`config.mk`:
```
export PLATFORM = sky130hd
export DESIGN_NAME = nms_ram
export DESIGN_NICKNAME = d
export VERILOG_FILES = /design/src/hdl/non_max_suppression_top_defines.svh /design/src/hdl/nms_ram.sv
export SDC_FILE = /design/constraint.sdc
export NUM_CORES = 1
export LEC_CHECK = 0
export BUFFER_PORTS_ARGS = -buffer_cell sky130_fd_sc_hd__buf_2
export CELL_PAD_IN_SITES_DETAIL_PLACEMENT = 1
export CELL_PAD_IN_SITES_GLOBAL_PLACEMENT = 2
export CORE_ASPECT_RATIO = 1.75
export CORE_MARGIN = 2
export CORE_UTILIZATION = 44
export DETAILED_ROUTE_END_ITERATION = 16
export PLACE_DENSITY = 0.77
export SLEW_MARGIN = 20
export SYNTH_ARGS = -nofsm -noshare
export SYNTH_HDL_FRONTEND = slang
export SYNTH_SLANG_ARGS = --single-unit
```
`constraint.sdc`:
```
create_clock -name clk -period 2.95 [get_ports clk]
set_clock_uncertainty 0.2 [all_clocks]
set_input_delay 0.59 -clock clk [delete_from_list [all_inputs] [get_ports clk]]
set_output_delay 0.59 -clock clk [all_outputs]
set_load 0.02 [all_outputs]
```
`src/hdl/non_max_suppression_top_defines.svh`:
```
// ---------------------------------------------------------------------------
// Assertion macros for the non-maximum suppression block
// Shared property forms, clocked on clk and disabled while rst_n is low.
// ---------------------------------------------------------------------------
`ifndef NON_MAX_SUPPRESSION_TOP_DEFINES_SVH
`define NON_MAX_SUPPRESSION_TOP_DEFINES_SVH

// same-cycle implication
`define NMS_ASSERT_IMP(lbl, ante, cons, msg) \
    lbl: assert property (@(posedge clk) disable iff (!rst_n) (ante) |-> (cons)) else $error(msg);

// next-cycle implication
`define NMS_ASSERT_NXT(lbl, ante, cons, msg) \
    lbl: assert property (@(posedge clk) disable iff (!rst_n) (ante) |=> (cons)) else $error(msg);

`endif

```
`src/hdl/nms_ram.sv`:
```
// ---------------------------------------------------------------------------
// nms_ram
// Generic simple dual-port RAM, one write and one registered read port.
// ---------------------------------------------------------------------------
module nms_ram #(
    parameter int WIDTH = 8,
    parameter int DEPTH = 64
) (
    input  logic                     clk,
    input  logic                     we,
    input  logic [$clog2(DEPTH)-1:0] waddr,
    input  logic [WIDTH-1:0]         wdata,
    input  logic [$clog2(DEPTH)-1:0] raddr,
    output logic [WIDTH-1:0]         rdata
);

    logic [WIDTH-1:0] mem [DEPTH];

    always_ff @(posedge clk)
    begin
        if (we)
        begin
            mem[waddr] <= wdata;
        end
        rdata <= mem[raddr];
    end

endmodule

```
==> impl_metrics.csv <==
group,metric,value,unit
status,outcome,"completed",
timing,fmax,432,MHz
power,intPower,11800,µW
placed_design,hpwlAfterDp,35100,µm
timing,period_share,78.4,%
global_routing,grt_pass1_wl,74800,µm
clock_network,cts_tree,"yes",
timing,fin_crit,2.31,ns
floorplanning,ioPinCount,30,
timing,fin_ws,0.636,ns
floorplanning,start_util,44.6,%
power,seqPwrFrac,55.0,%
clock_network,clock-sinks,520,
timing,tightestPinTransition,0.827,ns
global_routing,grtUsageTotal,21.7,%
clock_network,clockBufferDepth,3,
logic_synthesis,synth.avg_cell_area,21.5,µm²
power,irDropWorstVdd,428,µV
clock_network,ctsHoldBuffers,0,
timing,finalMaxSlewViolations,0,
power,switchingPower,3070,µW
global_routing,grt_pass1_vias,10800,
setup_path,setup.worst_path.start,"raddr[0]",
setup_path,cp_max_fo,21,
cells_and_area,nFillCells,3936,
flow_run,drv_cap,0,
global_routing,grt_antenna_before_repair,3,
logic_synthesis,synthFlopType,"edfxtp_1",
min_path,min-delay-start,"wdata[2]",
logic_synthesis,synthCells,940,
drt,wire_per_inst,30.0,µm
cells_and_area,syn_to_final_growth,15.6,%
clock_network,worstSkewPairLatency,0.56,ns
setup_path,cp_data_arrival_time,2.53,ns
floorplanning,die_w,166,µm
setup_path,start_kind,"input pin",
timing,slew_headroom,44.9,%
logic_synthesis,ys_types,40,
clock_network,cts-root-buf,"clkbuf_16",
power,power_frac_comb,5.8,%
drt,dr.pass1.iters,7,
setup_path,required,3.17,ns
drt,vias,9984,
drt,drt_wl_total,51000,µm
placed_design,placed_cells,1624,
logic_synthesis,yosysWarnings,0,
min_path,holdCritPathClass,"input pin to register",
logic_synthesis,syn_area,20200,µm²
floorplanning,rows,103,
placed_design,gp_congestion,0.827,
global_routing,grt_max_degree,57,
drt,via_per_inst,5.87,
power,p_sw_share,20.6,%
setup_path,r2r_start,"mem[47][1]$_DFFE_PP_",
cells_and_area,final_cells,1701,
clock_network,cts_post_setup_buffers_inserted,0,
cells_and_area,final_layout_size_suffix_gt1_share,32.4,%
floorplanning,core,45200,µm²
power,p_total,14900,µW
drt,drc,0,
power,powerDensity,639,nW/µm²
power,pwr-share-clk,39.2,%
clock_network,cts_made_buffers,43,
global_routing,gr-total-overflow,0,
drt,drtIter0Drc,750,
timing,finalSetupTns,0,ns
timing,rsz0062_at_grt,"false",
clock_network,cts-resized-gates,0,
floorplanning,die_h,287,µm
cells_and_area,nets,1114,
drt,antenna_left,0,
setup_path,critPathKind,"input pin to register",
logic_synthesis,synth_nets,962,
timing,whs,0.156,ns
clock_network,path_clk_slew,0.07,ns
timing,finalHoldViolations,0,
power,p_leak,0.00750,µW
logic_synthesis,ys_ff_latch,520,
placed_design,portBuffers,29,
logic_synthesis,yosysSeqAreaShare,77.0,%
setup_path,worstSetupEndpointType,"register",
logic_synthesis,postSynth.asyncResetShare,0,%
placed_design,pre_cts_ws,0.0532,ns
clock_network,htreeDepth,2,
logic_synthesis,synth_edf_count,512,
floorplanning,fp.dieArea,47600,µm²
timing,setup_viol,0,
-- cell type report --
| type | instances | area [µm²] | area share (%) |
|---|---|---|---|
| diodes | 2 | 5.00 | 0.0215 |
| well taps | 577 | 722 | 3.10 |
| clock buffers | 46 | 1130 | 4.85 |
| repair buffers | 158 | 1300 | 5.59 |
| clock inverters | 29 | 303 | 1.30 |
| flip-flops and latches | 520 | 15500 | 66.6 |
| multi-input cells | 369 | 4320 | 18.5 |
-- cell usage in the layout, fill, tap and decap left out, drive strengths merged, types with 14 or more instances in the layout --
cell type / synthesis / final
nor2: 83 / 83
edfxtp: 512 / 512
clkinv: 0 / 20
nor2b: 14 / 14
mux4: 126 / 126
nand2: 19 / 19
buf: 34 / 157
clkbuf: 17 / 47
mux2i: 23 / 23
-- synthesized netlist by cell type (2+ instances only) --
| cell | number | area, µm² |
|---|---|---|
| edfxtp_1 | 512 | 15400 |
| mux4_2 | 126 | 2840 |
| nor2_1 | 83 | 312 |
| mux2i_1 | 23 | 230 |
| nand2_1 | 19 | 71.3 |
| clkbuf_1 | 17 | 63.8 |
| nor2b_1 | 14 | 87.6 |
| buf_4 | 13 | 97.6 |
| mux2_2 | 13 | 146 |
| nand3_1 | 13 | 65.1 |
| buf_2 | 11 | 55.1 |
| dfxtp_1 | 8 | 160 |
| o221ai_1 | 8 | 70.1 |
| o22ai_1 | 8 | 50.1 |
| nand2b_1 | 7 | 43.8 |
| nor3_1 | 7 | 35.0 |
| a221oi_1 | 6 | 52.6 |
| a211oi_1 | 4 | 30.0 |
| buf_1 | 4 | 15.0 |
| buf_6 | 4 | 45.0 |
| a21oi_1 | 3 | 15.0 |
| a22oi_1 | 3 | 22.5 |
| nand3b_1 | 3 | 22.5 |
| o2111ai_1 | 3 | 26.3 |
| o2bb2ai_1 | 3 | 26.3 |
| a2111oi_0 | 2 | 17.5 |
| buf_12 | 2 | 40.0 |
| nand4_1 | 2 | 12.5 |
| nor4_1 | 2 | 12.5 |
| o21a_1 | 2 | 15.0 |
| o21ai_0 | 2 | 10.0 |
| o21ai_1 | 2 | 10.0 |
| o221a_2 | 2 | 22.5 |
| o32ai_1 | 2 | 17.5 |
| o41ai_1 | 2 | 17.5 |
-- layer usage --
layer / GRT usage [%] / vias up / part of all wire (%)
li1: - / 4226 / -
met5: 0 / - / 0
met2: 41.1 / 300 / 56
met1: 25.2 / 5357 / 36
met4: 9.00 / 0 / 4.4
met3: 2.07 / 101 / 3.5
-- metrics by stage --
| stage | utilization (%) | cell area (µm²) |
|---|---|---|
| final | 51.5 | 23300 |
| after global routing | 51.5 | 23300 |
| after CTS | 51.5 | 23300 |
| after detailed placement | 48.4 | 21900 |
| after global placement | 48.4 | 21900 |
| after floorplan | - | 20200 |
-- state kept, by name, indices dropped and copies added (netlist names) --
register  flops
rdata         8
mem         512
-- worst max-delay path, stage by stage --
cell and delay (ns):
clkbuf_8 0.29, buf_12 0.26, buf_12 0.17, mux4_2 0.50, o221a_2 0.26, nor3_1 0.32, o32ai_1 0.13
-- kinds of logic after synthesis --
family	synth area share, %
compound gates	2.07
flops	77.0
simple gates	3.39
mux	15.9
buf+inv	1.57
-- final timing paths --
| kind | end | slack, ns | cells after the start |
|---|---|---|---|
| setup / recovery | rdata[6]$_DFF_P_ | 0.64 | 7 |
| hold / removal | mem[2][2]$_DFFE_PP_ | 0.16 | 1 |
| setup reg to reg | rdata[1]$_DFF_P_ | 0.74 | 5 |
| hold reg to reg | rdata[0]$_DFF_P_ | 0.65 | 4 |
-- power by group through the flow --
stage | clock network [µW] | logic (µW) | registers [µW]
floorplan | 0 | 436 | 8360
global placement | 0 | 854 | 8350
detailed placement | 0 | 876 | 8360
CTS | 5940 | 877 | 8190
global route | 6160 | 914 | 8190
finish | 5830 | 864 | 8190
Power figures use the tool's default switching activity.
